## src/rtl/selective_repeat_receiver_unit_macros.svh

```systemverilog
// Assertion macros for the selective repeat receiver.
// No dependencies; included by the top level.
`ifndef SELECTIVE_REPEAT_RECEIVER_UNIT_MACROS_SVH
`define SELECTIVE_REPEAT_RECEIVER_UNIT_MACROS_SVH

// Same-cycle implication, disabled while reset is low.
`define SRR_ASSERT_NOW(label, clk, rst_n, ante, cons, msg) \
    label: assert property (@(posedge clk) disable iff (!rst_n) (ante) |-> (cons)) \
        else $error(msg);

// Next-cycle implication, disabled while reset is low.
`define SRR_ASSERT_NEXT(label, clk, rst_n, ante, cons, msg) \
    label: assert property (@(posedge clk) disable iff (!rst_n) (ante) |=> (cons)) \
        else $error(msg);

`endif

```

## src/rtl/srr_pkg.sv

```systemverilog
// Shared types and constants of the selective repeat receiver.
// No dependencies.
package srr_pkg;

    // result kinds
    localparam logic [1:0] KIND_ACK   = 2'd0;
    localparam logic [1:0] KIND_STRAY = 2'd1;
    localparam logic [1:0] KIND_DLV   = 2'd2;

    localparam logic [2:0] WIN_RESET = 3'd4;
    localparam int         WIN_CAP   = 4;
    // delivery counter value of the last delivery allowed per packet
    localparam logic [1:0] CNT_LAST  = 2'd3;

    typedef struct packed {
        logic cap;      // capture input packet
        logic ld_ack;   // load ack result, store payload if in window
        logic rd;       // read payload at window base
        logic ld_dlv;   // load delivery result, advance base
    } t_cmd;

    typedef struct packed {
        logic ok;        // captured packet checksum good
        logic in_win;    // captured packet inside window
        logic ack_last;  // ack is the last result of the packet
        logic dlv_last;  // delivery now due is the last one
        logic out_free;  // output register can take a result
    } t_sts;

endpackage

```

## src/rtl/srr_ram.sv

```systemverilog
// Generic single write port, single read port RAM with registered read.
// No dependencies.
module srr_ram #(
    parameter int WIDTH = 32,
    parameter int DEPTH = 8
) (
    input  logic                     i_clk,
    input  logic                     i_we,
    input  logic [$clog2(DEPTH)-1:0] i_waddr,
    input  logic [WIDTH-1:0]         i_wdata,
    input  logic                     i_re,
    input  logic [$clog2(DEPTH)-1:0] i_raddr,
    output logic [WIDTH-1:0]         o_rdata
);

    logic [WIDTH-1:0] r_mem [DEPTH];
    logic [WIDTH-1:0] r_rdata;

    always_ff @(posedge i_clk) begin
        if (i_we) begin
            r_mem[i_waddr] <= i_wdata;
        end
        if (i_re) begin
            r_rdata <= r_mem[i_raddr];
        end
    end

    assign o_rdata = r_rdata;

endmodule

```

## src/rtl/srr_dp.sv

```systemverilog
// Datapath of the selective repeat receiver: window state, marks, payload RAM,
// output register. Depends on srr_pkg and srr_ram.
module srr_dp #(
    parameter int SEQ_SPACE    = 8,
    parameter int PAYLOAD_BITS = 32
) (
    input  logic               i_clk,
    input  logic               i_rst_n,
    input  srr_pkg::t_cmd      i_cmd,
    output srr_pkg::t_sts      o_sts,
    input  logic               i_cfg_valid,
    input  logic [2:0]         i_cfg_window_size,
    input  logic [2:0]         i_seq_num,
    input  logic               i_checksum_ok,
    input  logic [31:0]        i_payload_word,
    output logic               o_valid,
    input  logic               i_ready,
    output logic [1:0]         o_out_kind,
    output logic [2:0]         o_ack_num,
    output logic [31:0]        o_deliver_data,
    output logic               o_last_of_run
);

    localparam int AW  = $clog2(SEQ_SPACE);
    localparam int EW  = ((AW > 3) ? AW : 3) + 1;
    localparam int SW  = (PAYLOAD_BITS < 32) ? PAYLOAD_BITS : 32;
    localparam int CAP = (srr_pkg::WIN_CAP < SEQ_SPACE / 2) ? srr_pkg::WIN_CAP
                                                            : SEQ_SPACE / 2;
    localparam logic [2:0]    CAP_W  = 3'(CAP);
    localparam logic [EW-1:0] SPACE  = EW'(SEQ_SPACE);
    localparam logic [AW-1:0] TOP    = AW'(SEQ_SPACE - 1);
    localparam logic [AW-1:0] BASE0  = AW'(1 % SEQ_SPACE);

    logic [2:0]    r_win;
    logic [AW-1:0] r_base;
    logic          r_marks [SEQ_SPACE];
    logic [1:0]    r_cnt;
    logic [2:0]    r_seq;
    logic          r_ok;
    logic [SW-1:0] r_data;
    logic          r_o_valid;
    logic [1:0]    r_kind;
    logic [2:0]    r_ack;
    logic [31:0]   r_dout;
    logic          r_last;

    logic [2:0]    w_width;
    logic [EW-1:0] w_seq_e;
    logic [EW-1:0] w_base_e;
    logic [EW-1:0] w_sum;
    logic [EW-1:0] w_diff;
    logic [AW-1:0] w_seq_a;
    logic [AW-1:0] w_next;
    logic          w_in_win;
    logic          w_ack_last;
    logic          w_dlv_last;
    logic          w_out_free;
    logic [SW-1:0] w_rdata;

    // window width clamped to 1..CAP
    always_comb begin
        if (r_win == 3'd0) begin
            w_width = 3'd1;
        end else if (r_win > CAP_W) begin
            w_width = CAP_W;
        end else begin
            w_width = r_win;
        end
    end

    // (seq - base) mod SEQ_SPACE, both operands below SEQ_SPACE when it matters
    assign w_seq_e  = EW'(r_seq);
    assign w_base_e = EW'(r_base);
    assign w_sum    = w_seq_e + SPACE - w_base_e;
    assign w_diff   = (w_sum >= SPACE) ? (w_sum - SPACE) : w_sum;
    assign w_in_win = (w_seq_e < SPACE) && (w_diff < EW'(w_width));
    assign w_seq_a  = w_seq_e[AW-1:0];
    assign w_next   = (r_base == TOP) ? '0 : (r_base + AW'(1));

    assign w_ack_last = !(r_marks[r_base] || (w_seq_a == r_base));
    assign w_dlv_last = (r_cnt == srr_pkg::CNT_LAST) || !r_marks[w_next];
    assign w_out_free = !r_o_valid || i_ready;

    assign o_sts.ok       = r_ok;
    assign o_sts.in_win   = w_in_win;
    assign o_sts.ack_last = w_ack_last;
    assign o_sts.dlv_last = w_dlv_last;
    assign o_sts.out_free = w_out_free;

    srr_ram #(
        .WIDTH (SW),
        .DEPTH (SEQ_SPACE)
    ) u_ram (
        .i_clk   (i_clk),
        .i_we    (i_cmd.ld_ack && w_in_win),
        .i_waddr (w_seq_a),
        .i_wdata (r_data),
        .i_re    (i_cmd.rd),
        .i_raddr (r_base),
        .o_rdata (w_rdata)
    );

    always_ff @(posedge i_clk) begin
        if (i_cmd.cap) begin
            r_seq  <= i_seq_num;
            r_ok   <= i_checksum_ok;
            r_data <= i_payload_word[SW-1:0];
        end
        if (i_cmd.ld_ack) begin
            r_kind <= w_in_win ? srr_pkg::KIND_ACK : srr_pkg::KIND_STRAY;
            r_ack  <= r_seq;
            r_dout <= '0;
            r_last <= !w_in_win || w_ack_last;
        end else if (i_cmd.ld_dlv) begin
            r_kind <= srr_pkg::KIND_DLV;
            r_ack  <= w_base_e[2:0];
            r_dout <= 32'(w_rdata);
            r_last <= w_dlv_last;
        end
    end

    always_ff @(posedge i_clk) begin
        if (!i_rst_n) begin
            r_win     <= srr_pkg::WIN_RESET;
            r_base    <= BASE0;
            r_cnt     <= '0;
            r_o_valid <= 1'b0;
            for (int i = 0; i < SEQ_SPACE; i++) begin
                r_marks[i] <= 1'b0;
            end
        end else begin
            if (i_cfg_valid) begin
                r_win <= i_cfg_window_size;
            end
            if (i_cmd.ld_ack || i_cmd.ld_dlv) begin
                r_o_valid <= 1'b1;
            end else if (i_ready) begin
                r_o_valid <= 1'b0;
            end
            if (i_cmd.ld_ack) begin
                r_cnt <= '0;
                if (w_in_win) begin
                    r_marks[w_seq_a] <= 1'b1;
                end
            end
            if (i_cmd.ld_dlv) begin
                r_marks[r_base] <= 1'b0;
                r_base          <= w_next;
                r_cnt           <= r_cnt + 2'd1;
            end
        end
    end

    assign o_valid        = r_o_valid;
    assign o_out_kind     = r_kind;
    assign o_ack_num      = r_ack;
    assign o_deliver_data = r_dout;
    assign o_last_of_run  = r_last;

endmodule

```

## src/rtl/srr_ctrl.sv

```systemverilog
// Sequencer of the selective repeat receiver: capture, ack, read/deliver loop.
// Depends on srr_pkg.
module srr_ctrl (
    input  logic          i_clk,
    input  logic          i_rst_n,
    input  logic          i_valid,
    output logic          o_ready,
    input  srr_pkg::t_sts i_sts,
    output srr_pkg::t_cmd o_cmd
);

    typedef enum logic [3:0] {
        S_IDLE = 4'b0001,
        S_EVAL = 4'b0010,
        S_RD   = 4'b0100,
        S_EMIT = 4'b1000
    } t_state;

    t_state r_state;
    t_state n_state;

    always_comb begin
        n_state = r_state;
        o_cmd   = '0;
        o_ready = 1'b0;
        case (r_state)
            S_IDLE: begin
                o_ready = 1'b1;
                if (i_valid) begin
                    o_cmd.cap = 1'b1;
                    n_state   = S_EVAL;
                end
            end
            S_EVAL: begin
                if (!i_sts.ok) begin
                    n_state = S_IDLE;   // corrupt packet: dropped silently
                end else if (i_sts.out_free) begin
                    o_cmd.ld_ack = 1'b1;
                    if (!i_sts.in_win || i_sts.ack_last) begin
                        n_state = S_IDLE;
                    end else begin
                        n_state = S_RD;
                    end
                end
            end
            S_RD: begin
                o_cmd.rd = 1'b1;
                n_state  = S_EMIT;
            end
            S_EMIT: begin
                if (i_sts.out_free) begin
                    o_cmd.ld_dlv = 1'b1;
                    n_state      = i_sts.dlv_last ? S_IDLE : S_RD;
                end
            end
            default: begin
                n_state = S_IDLE;
            end
        endcase
    end

    always_ff @(posedge i_clk) begin
        if (!i_rst_n) begin
            r_state <= S_IDLE;
        end else begin
            r_state <= n_state;
        end
    end

endmodule

```

## src/rtl/selective_repeat_receiver_unit.sv

```systemverilog
// Selective repeat ARQ receiver, top level. Depends on srr_pkg, srr_ctrl, srr_dp.
// Per packet: capture, then, for a good checksum, the ack load once the output
// register is free, then per delivered payload a RAM read and an output load. No
// new packet is taken while one is in work; at most 4 deliveries per packet.
// Reset (sync, active low): window base 1, marks cleared, window width 4;
// payload RAM contents are not cleared.
`include "selective_repeat_receiver_unit_macros.svh"

module selective_repeat_receiver_unit #(
    parameter int SEQ_SPACE    = 8,
    parameter int PAYLOAD_BITS = 32
) (
    input  logic        i_clk,
    input  logic        i_rst_n,
    input  logic        i_cfg_valid,
    output logic        o_cfg_ready,
    input  logic [2:0]  i_cfg_window_size,
    input  logic        i_valid,
    output logic        o_ready,
    input  logic [2:0]  i_seq_num,
    input  logic        i_checksum_ok,
    input  logic [31:0] i_payload_word,
    output logic        o_valid,
    input  logic        i_ready,
    output logic [1:0]  o_out_kind,
    output logic [2:0]  o_ack_num,
    output logic [31:0] o_deliver_data,
    output logic        o_last_of_run
);

    srr_pkg::t_cmd w_cmd;
    srr_pkg::t_sts w_sts;

    assign o_cfg_ready = 1'b1;

    srr_ctrl u_ctrl (
        .i_clk   (i_clk),
        .i_rst_n (i_rst_n),
        .i_valid (i_valid),
        .o_ready (o_ready),
        .i_sts   (w_sts),
        .o_cmd   (w_cmd)
    );

    srr_dp #(
        .SEQ_SPACE    (SEQ_SPACE),
        .PAYLOAD_BITS (PAYLOAD_BITS)
    ) u_dp (
        .i_clk             (i_clk),
        .i_rst_n           (i_rst_n),
        .i_cmd             (w_cmd),
        .o_sts             (w_sts),
        .i_cfg_valid       (i_cfg_valid),
        .i_cfg_window_size (i_cfg_window_size),
        .i_seq_num         (i_seq_num),
        .i_checksum_ok     (i_checksum_ok),
        .i_payload_word    (i_payload_word),
        .o_valid           (o_valid),
        .i_ready           (i_ready),
        .o_out_kind        (o_out_kind),
        .o_ack_num         (o_ack_num),
        .o_deliver_data    (o_deliver_data),
        .o_last_of_run     (o_last_of_run)
    );

    // a result may only be loaded when the pending one leaves this cycle
    `SRR_ASSERT_NOW(a_no_overwrite, i_clk, i_rst_n, (w_cmd.ld_ack || w_cmd.ld_dlv), (!o_valid || i_ready), "result overwritten")
    // one packet in work at a time
    `SRR_ASSERT_NEXT(a_one_in_flight, i_clk, i_rst_n, (i_valid && o_ready), !o_ready, "second packet taken while busy")
    // a stray ack ends its run
    `SRR_ASSERT_NOW(a_stray_last, i_clk, i_rst_n, (o_valid && (o_out_kind == srr_pkg::KIND_STRAY)), o_last_of_run, "stray ack not last")
    // no ack load follows straight after a payload read
    `SRR_ASSERT_NEXT(a_rd_then_dlv, i_clk, i_rst_n, w_cmd.rd, !w_cmd.ld_ack, "ack load after payload read")

endmodule

```

## config.mk

```make
export PLATFORM = sky130hd
export DESIGN_NAME = selective_repeat_receiver_unit
export DESIGN_NICKNAME = d
export VERILOG_FILES = /design/src/rtl/srr_pkg.sv /design/src/rtl/srr_ram.sv /design/src/rtl/srr_dp.sv /design/src/rtl/srr_ctrl.sv /design/src/rtl/selective_repeat_receiver_unit.sv
export VERILOG_INCLUDE_DIRS = /design/src /design/src/rtl
export SDC_FILE = /design/constraint.sdc
export NUM_CORES = 1
export LEC_CHECK = 0
export ABC_CLOCK_PERIOD_IN_PS = 5240
export BUFFER_PORTS_ARGS = -buffer_cell sky130_fd_sc_hd__buf_4
export CORE_MARGIN = 2
export CORE_UTILIZATION = 60
export DETAILED_ROUTE_END_ITERATION = 7
export PLACE_DENSITY = 0.85
export SLEW_MARGIN = 20
export SYNTH_ARGS = -nofsm -noshare
export SYNTH_HDL_FRONTEND = slang
export SYNTH_HIERARCHICAL = 1
export SYNTH_SLANG_ARGS = --single-unit
export TNS_END_PERCENT = 10
```

## constraint.sdc

```tcl
create_clock -name i_clk -period 5.24 [get_ports i_clk]
set_input_delay 0.786 -clock i_clk [delete_from_list [all_inputs] [get_ports i_clk]]
set_output_delay 0.786 -clock i_clk [all_outputs]
set_load 0.02 [all_outputs]
```

* After elaboration in Yosys (flattened, before gate mapping)
Memory sizes are Yosys's and may differ from the RTL's. A register that Yosys moved wholly into a read port is not among the register bits.
Index checks and enable logic that the tools add are counted.
** Storage, ports and cells
- Bits of input ports :: 44
- Word-level logic and storage cells :: 98
- Register bits after elaboration :: 87
- Memories kept :: 2
- Output and inout bits :: 41
- Memory bits (writable) :: 264
** Memories
- u_dp.u_ram.r_mem :: depth 8, bits a word 32, rd ports 1, clocked after Yosys merged registers in 1, wr ports 1, line srr_ram.sv:16 : logic [WIDTH-1:0] r_mem [DEPTH];
- u_dp.r_marks :: depth 8, bits a word 1, rd ports 2, clocked after Yosys merged registers in 1, wr ports 8, line srr_dp.sv:36 : logic r_marks [SEQ_SPACE];
** Cells by class
- Add/sub/neg operators :: 5
- $lt $le $gt $ge :: 4
- Reduce and logical (&&, ||, !) cells :: 17
- Multiplexer cells :: 48
- Equality and inequality tests :: 10
** Operators with widths (count)
- $mux W3 :: 11
- $mux W1 :: 27
- $mux W4 :: 5
- $pmux W4 S4 :: 1
- $mux W2 :: 4
- $logic_or A1 B1 Y1 :: 5
- $add A3 B4 Y4 const B :: 1
- $eq A4 B1 Y1 const B :: 1
- $eq A4 B2 Y1 const B :: 1
- $eq A4 B3 Y1 const B :: 1
- $eq A4 B4 Y1 const B :: 1
- $ge A4 B4 Y1 const B :: 1
- $logic_not A1 Y1 :: 4
- $lt A3 B4 Y1 const B :: 1
- $lt A4 B3 Y1 :: 1
- $reduce_bool A2 Y1 :: 2
- $sub A4 B3 Y4 :: 1
- $sub A4 B4 Y4 const B :: 1
- $add A3 B1 Y3 const B :: 1
- $eq A3 B3 Y1 :: 1
- $eq A3 B3 Y1 const B :: 1
- $gt A3 B3 Y1 const B :: 1
- $logic_not A3 Y1 :: 1
- $ne A3 B3 Y1 const B :: 1
- 7 further kinds :: 9

* Logic depth before layout (Yosys ltp)
- Word-level depth :: 13
- Mapped depth :: 14
- Depth with buffers taken out :: 12

* Hierarchy
The synthesis kept the hierarchy.
** Modules (own cells, without submodules)
- srr_ram :: times used 1, sequential area each 8648.3 um^2, cells an instance 415, area each 10786.6 um^2
- srr_dp :: times used 1, sequential area each 2302.2 um^2, cells an instance 279, area each 3559.7 um^2
- srr_ctrl :: times used 1, sequential area each 80.1 um^2, cells an instance 31, area each 275.3 um^2
- selective_repeat_receiver_unit :: times used 1, sequential area each 0.0 um^2, cells an instance 2, area each 11.3 um^2

* Least setup slack after synthesis
OpenSTA, ideal clock, no wires.
- Kind :: register -> register
- From :: register u_dp.r_seq[0]
- To :: memory u_dp.u_ram.r_mem[4][0] (enable)
- Path slack :: 0.437 ns
- Arrival time :: 4.342 ns
- Cell stages (with the launch flop) :: 13
- Setup time :: 0.461 ns
- Data required time :: 4.779 ns
- Clock period less this slack :: 4.803 ns
- Path buffers :: 0
- Path through :: edfxtp_1 > inv_1 > ha_1 > inv_1 > fa_1 > xor2_1 > ha_1 > a21o_1 > a31oi_1 > nand2_1 > inv_1 > nand2_1 > nor3_1
** Between the ends
- Cells in the longest elaborated chain, start to end :: 9
- Elaborated cells on any way between the ends :: 11
- Classes of those cells :: add/sub (3); order compare (3); mux (3); reduce/logical (2)
** RTL lines
- from (decl) :: line srr_dp.sv:38 : logic [2:0] r_seq;
- from (signal assigned) :: line srr_dp.sv:105 : r_seq <= i_seq_num;
- $add A3 B4 Y4 :: line srr_dp.sv:74 : assign w_sum = w_seq_e + SPACE - w_base_e;
- $sub A4 B3 Y4 :: line srr_dp.sv:74
- $sub A4 B4 Y4 or $ge A4 B4 Y1 (tied branches) :: line srr_dp.sv:75 : assign w_diff = (w_sum >= SPACE) ? (w_sum - SPACE) : w_sum;
- $mux W4 :: line srr_dp.sv:75
- $lt A4 B3 Y1 :: line srr_dp.sv:76 : assign w_in_win = (w_seq_e < SPACE) && (w_diff < EW'(w_width));
- $logic_and A1 B1 Y1 :: line srr_dp.sv:76
- $logic_and A1 B1 Y1 :: line srr_dp.sv:95 : .i_we (i_cmd.ld_ack && w_in_win),
- $mux W1 :: line srr_ram.sv:20 : if (i_we) begin
- $mux W1 (implied by the code) :: line srr_ram.sv:21 : r_mem[i_waddr] <= i_wdata;
- to (decl) :: line srr_ram.sv:16
Several ways; a longest one is shown, not always the timed one.

==> run_results.csv <==
group,metric,value,unit
run_status,status,"finished clean",
clocking,post_cts_buffers,0,
synth,synth_top_area_cell,"edfxtp_1",
clocking,clockBufferDepth,3,
detailed_routing,drt-initial-drc-count,673,
synth,synth_ff_type,"edfxtp_1",
die,boundaryPins,85,
placed_design,port_buffers,83,
worst_setup_path,required,5.45,ns
layout,multiInputGateArea,0.00340,sq mm
layout,seq_area,0.0110,sq mm
timing,relSlewSlack,28.6,%
detailed_routing,drt_drc_violations_left,0,
placed_design,place_ws,1.27,ns
synth,muxShareOfSynthArea,16.6,%
global_route,grt_pass1_wl,42600,um
timing,rsz0062_at_grt,"no",
worst_setup_path,crit_chain,"inv_1 > ha_1 > inv_1 > fa_1 > xor2_1 > ha_1 > a21o_1 > a31oi_1 > buf_4 > nand2_1 > inv_1 > nand2_1 > nor2_4 > buf_4",
synth,synth_area_leaders,"edfxtp_1, dfxtp_1, mux4_1",
clocking,cts_hold_buffers,0,
global_route,groute.usage.overall,22.3,%
detailed_routing,wl_per_cell,23.5,um
placed_design,place_inst,1111,
power_and_ir_drop,p_per_area,363,mW/mm^2
timing,timing_worst_slew_pin_value,1.07,ns
synth,async_flop_share,0,%
global_route,grt_max_degree,68,
die,row_count,57,
timing,hold_violations,0,
global_route,busiest_layer,"met2",
synth,synth-xor-area-share,0.0599,%
power_and_ir_drop,p_leak,5.75,nW
worst_hold_path,min_path_type,"input port to flip-flop",
clocking,cts_resized,0,
clocking,numCtsBuffers,38,
synth,synth.distinct_cells,49,
worst_setup_path,worst_path_most_repeated_cell,"inv_1",
clocking,clk_latency,0.54,ns
timing,layout_setup_ws,1.21,ns
detailed_routing,ant_nets,0,
clocking,cts_htree_levels,2,
layout,utilization,69.7,%
synth,netlist_area,0.0146,sq mm
global_route,gr-usage-met3,4.00,%
placed_design,hpwl,15700,um
timing,setup_viol,0,
clocking,cts_sinks,386,
worst_setup_path,crit_path_top_delay_cell,"nor2_4",
global_route,use_met1,30.1,%
worst_setup_path,crit_buf_inv,5,
die,die_y,160,um
die,dieArea,0.0257,sq mm
worst_setup_path,end_kind,"flip-flop",
worst_setup_path,setup.worst_path.start_class,"flip-flop",
layout,syn2layout_area_growth,14.9,%
synth,synth_area_per_cell,20.1,sq um
synth,syn_inst,727,
synth,synth-seq-area-share,75.4,%
timing,slew_viol_final,0,
flow_run,cap_viol_max_count,0,
power_and_ir_drop,irDropWorstVdd,0.000289,V
global_route,met2_usage,37.5,%
global_route,overflow,0,
timing,tns,0,ns
worst_setup_path,max_stage_delay,0.65,ns
synth,synth_edf_count,330,
synth,synth.top_cell.area_share,67.7,%
detailed_routing,drtPass1Iterations,5,
clocking,root_buffer,"clkbuf_16",
layout,fin_nets,880,
layout,fillers,1440,
die,start_util,60.7,%
layout,drive_gt1_share,26.6,%
die,dieWidth,160,um
detailed_routing,vias_per_cell,5.98,
die,core_area,0.0241,sq mm
worst_setup_path,critPathMaxFanout,19,
clocking,cts_tree,"yes",
worst_setup_path,critPathTopFamily,"simple AND/OR/NAND/NOR gates",
synth,synth_fa_ha_area_share,0.821,%
detailed_routing,wirelength,27700,um
timing,finalCriticalPeriod,4.03,ns
global_route,grt_pass1_vias,7255,
synth,synth_nets,780,
global_route,grt_antenna_before_repair,0,
worst_setup_path,worstSetupPathType,"flip-flop to flip-flop",
layout,antennaDiodeCount,0,
synth,synth_compound_area_share,1.92,%
timing,clock-skew-final,0.0220,ns
synth,synth-simple-area-share,3.37,%
synth,ys_ff_latch,386,
timing,layout_worst_path_cycle_share,76.9,%
synth,synth_top_family_by_area,"multiplexers",
timing,timing.fmax,248,MHz
synth,synth_warnings,6,
clocking,clk_pin_slew,0.06,ns
detailed_routing,dr_total_vias,7043,
layout,stdcell_count,1178,
placed_design,place_congestion,0.870,
worst_setup_path,arrival,4.24,ns
[per-stage QoR]
step | power, W | cell area (sq um) | hold WS (ns)
2_1_floorplan | 0.00352 | 14600 | 0.456
3_3_place_gp | 0.00358 | 15600 | 0.459
3_5_place_dp | 0.00358 | 15600 | 0.469
4_1_cts | 0.00615 | 16800 | 0.405
5_1_grt | 0.00628 | 16800 | 0.410
6_report | 0.00610 | 16800 | 0.420
[per-layer routing]
metal	part of all wire, %	wire length, um
met5	0	0
met2	51	14100
met3	6.7	1850
met4	2.3	638
met1	40	11200
[final cells by class]
type                    instances  share of cell area (%)
clock buffers                  59                    6.54
repair buffers                 96                    4.29
multi-input cells             291                    20.2
well taps                     324                    2.41
inverters                      14                   0.313
clock inverters                 8                   0.551
flip-flops and latches        386                    65.7
[power breakdown]
part	total [W]	switching (W)	internal (W)
clock	0.00258	0.00108	0.00150
sequential	0.00342	0.0000497	0.00337
combinational	0.0000995	0.0000557	0.0000438
total	0.00610	0.00119	0.00492
[worst paths after layout]
path,slack [ns],from,depth (start not counted),to
setup reg to reg,1.21,u_dp/r_seq[0],14,u_dp/u_ram/r_mem[7][26]
hold / removal,0.42,i_payload_word[8],1,u_dp/r_data[8]
setup / recovery,1.21,u_dp/r_seq[0],14,u_dp/u_ram/r_mem[7][26]
hold reg to reg,0.48,u_dp/u_ram/o_rdata[24],2,u_dp/o_deliver_data[24]
[worst register-to-register path: stages, from the launching register on]
cell      delay (ns)
edfxtp_1        0.52
inv_1           0.16
ha_1            0.17
inv_1           0.05
fa_1            0.38
xor2_1          0.15
ha_1            0.30
a21o_1          0.16
a31oi_1         0.14
buf_4           0.20
nand2_1         0.10
inv_1           0.09
nand2_1         0.22
nor2_4          0.65
buf_4           0.41
[kinds of logic after synthesis]
kind of cell,count (synthesis)
buf+inv,50
other cells,1
simple gates,101
xor+xnor,1
fa+ha+maj,9
mux,139
compound gates,40
flops,386
[cell usage in the layout, fill, tap and decap left out, types with 3 or more instances in the layout]
master / synthesis / routed
edfxtp_1: 330 / 330
buf_4: 6 / 96
dfxtp_1: 56 / 53
nor2_1: 56 / 49
mux4_1: 42 / 42
clkbuf_16: 0 / 38
mux2i_1: 38 / 38
mux2_2: 34 / 34
mux4_2: 24 / 24
clkbuf_1: 9 / 14
inv_1: 13 / 13
nand2_1: 13 / 13
o21ai_0: 10 / 10
a31oi_1: 9 / 9
ha_1: 8 / 8
clkbuf_8: 0 / 7
nor2_4: 0 / 7
nand2b_1: 7 / 7
nor2b_1: 6 / 6
a21oi_1: 4 / 4
clkinv_2: 0 / 3
nor3_1: 5 / 3
o211ai_1: 3 / 3
[synth_stat cells, types with 2 or more instances]
cell type	instances
nand2_1	13
and2_1	3
mux4_2	24
nand3b_1	2
dfxtp_1	56
buf_6	7
clkbuf_1	9
ha_1	8
mux2i_1	38
a31oi_1	9
buf_4	6
nor2_1	56
buf_2	9
nand2b_1	7
nor2b_1	6
buf_1	5
mux2_2	34
o31ai_1	2
nor3_1	5
nor4bb_1	2
o211ai_1	3
inv_1	13
o21ai_0	10
edfxtp_1	330
mux4_1	42
o21a_1	2
a21oi_1	4
[registers in the layout (all words and copies together) (netlist names), 4 cells and up, named ones only]
signal and count:
u_ctrl/r_state 4, u_dp/o_deliver_data 32, u_dp/r_data 32, u_dp/r_marks 8, u_dp/u_ram/o_rdata 32, u_dp/u_ram/r_mem 256
No activity file was read; power rests on OpenSTA's default activity.
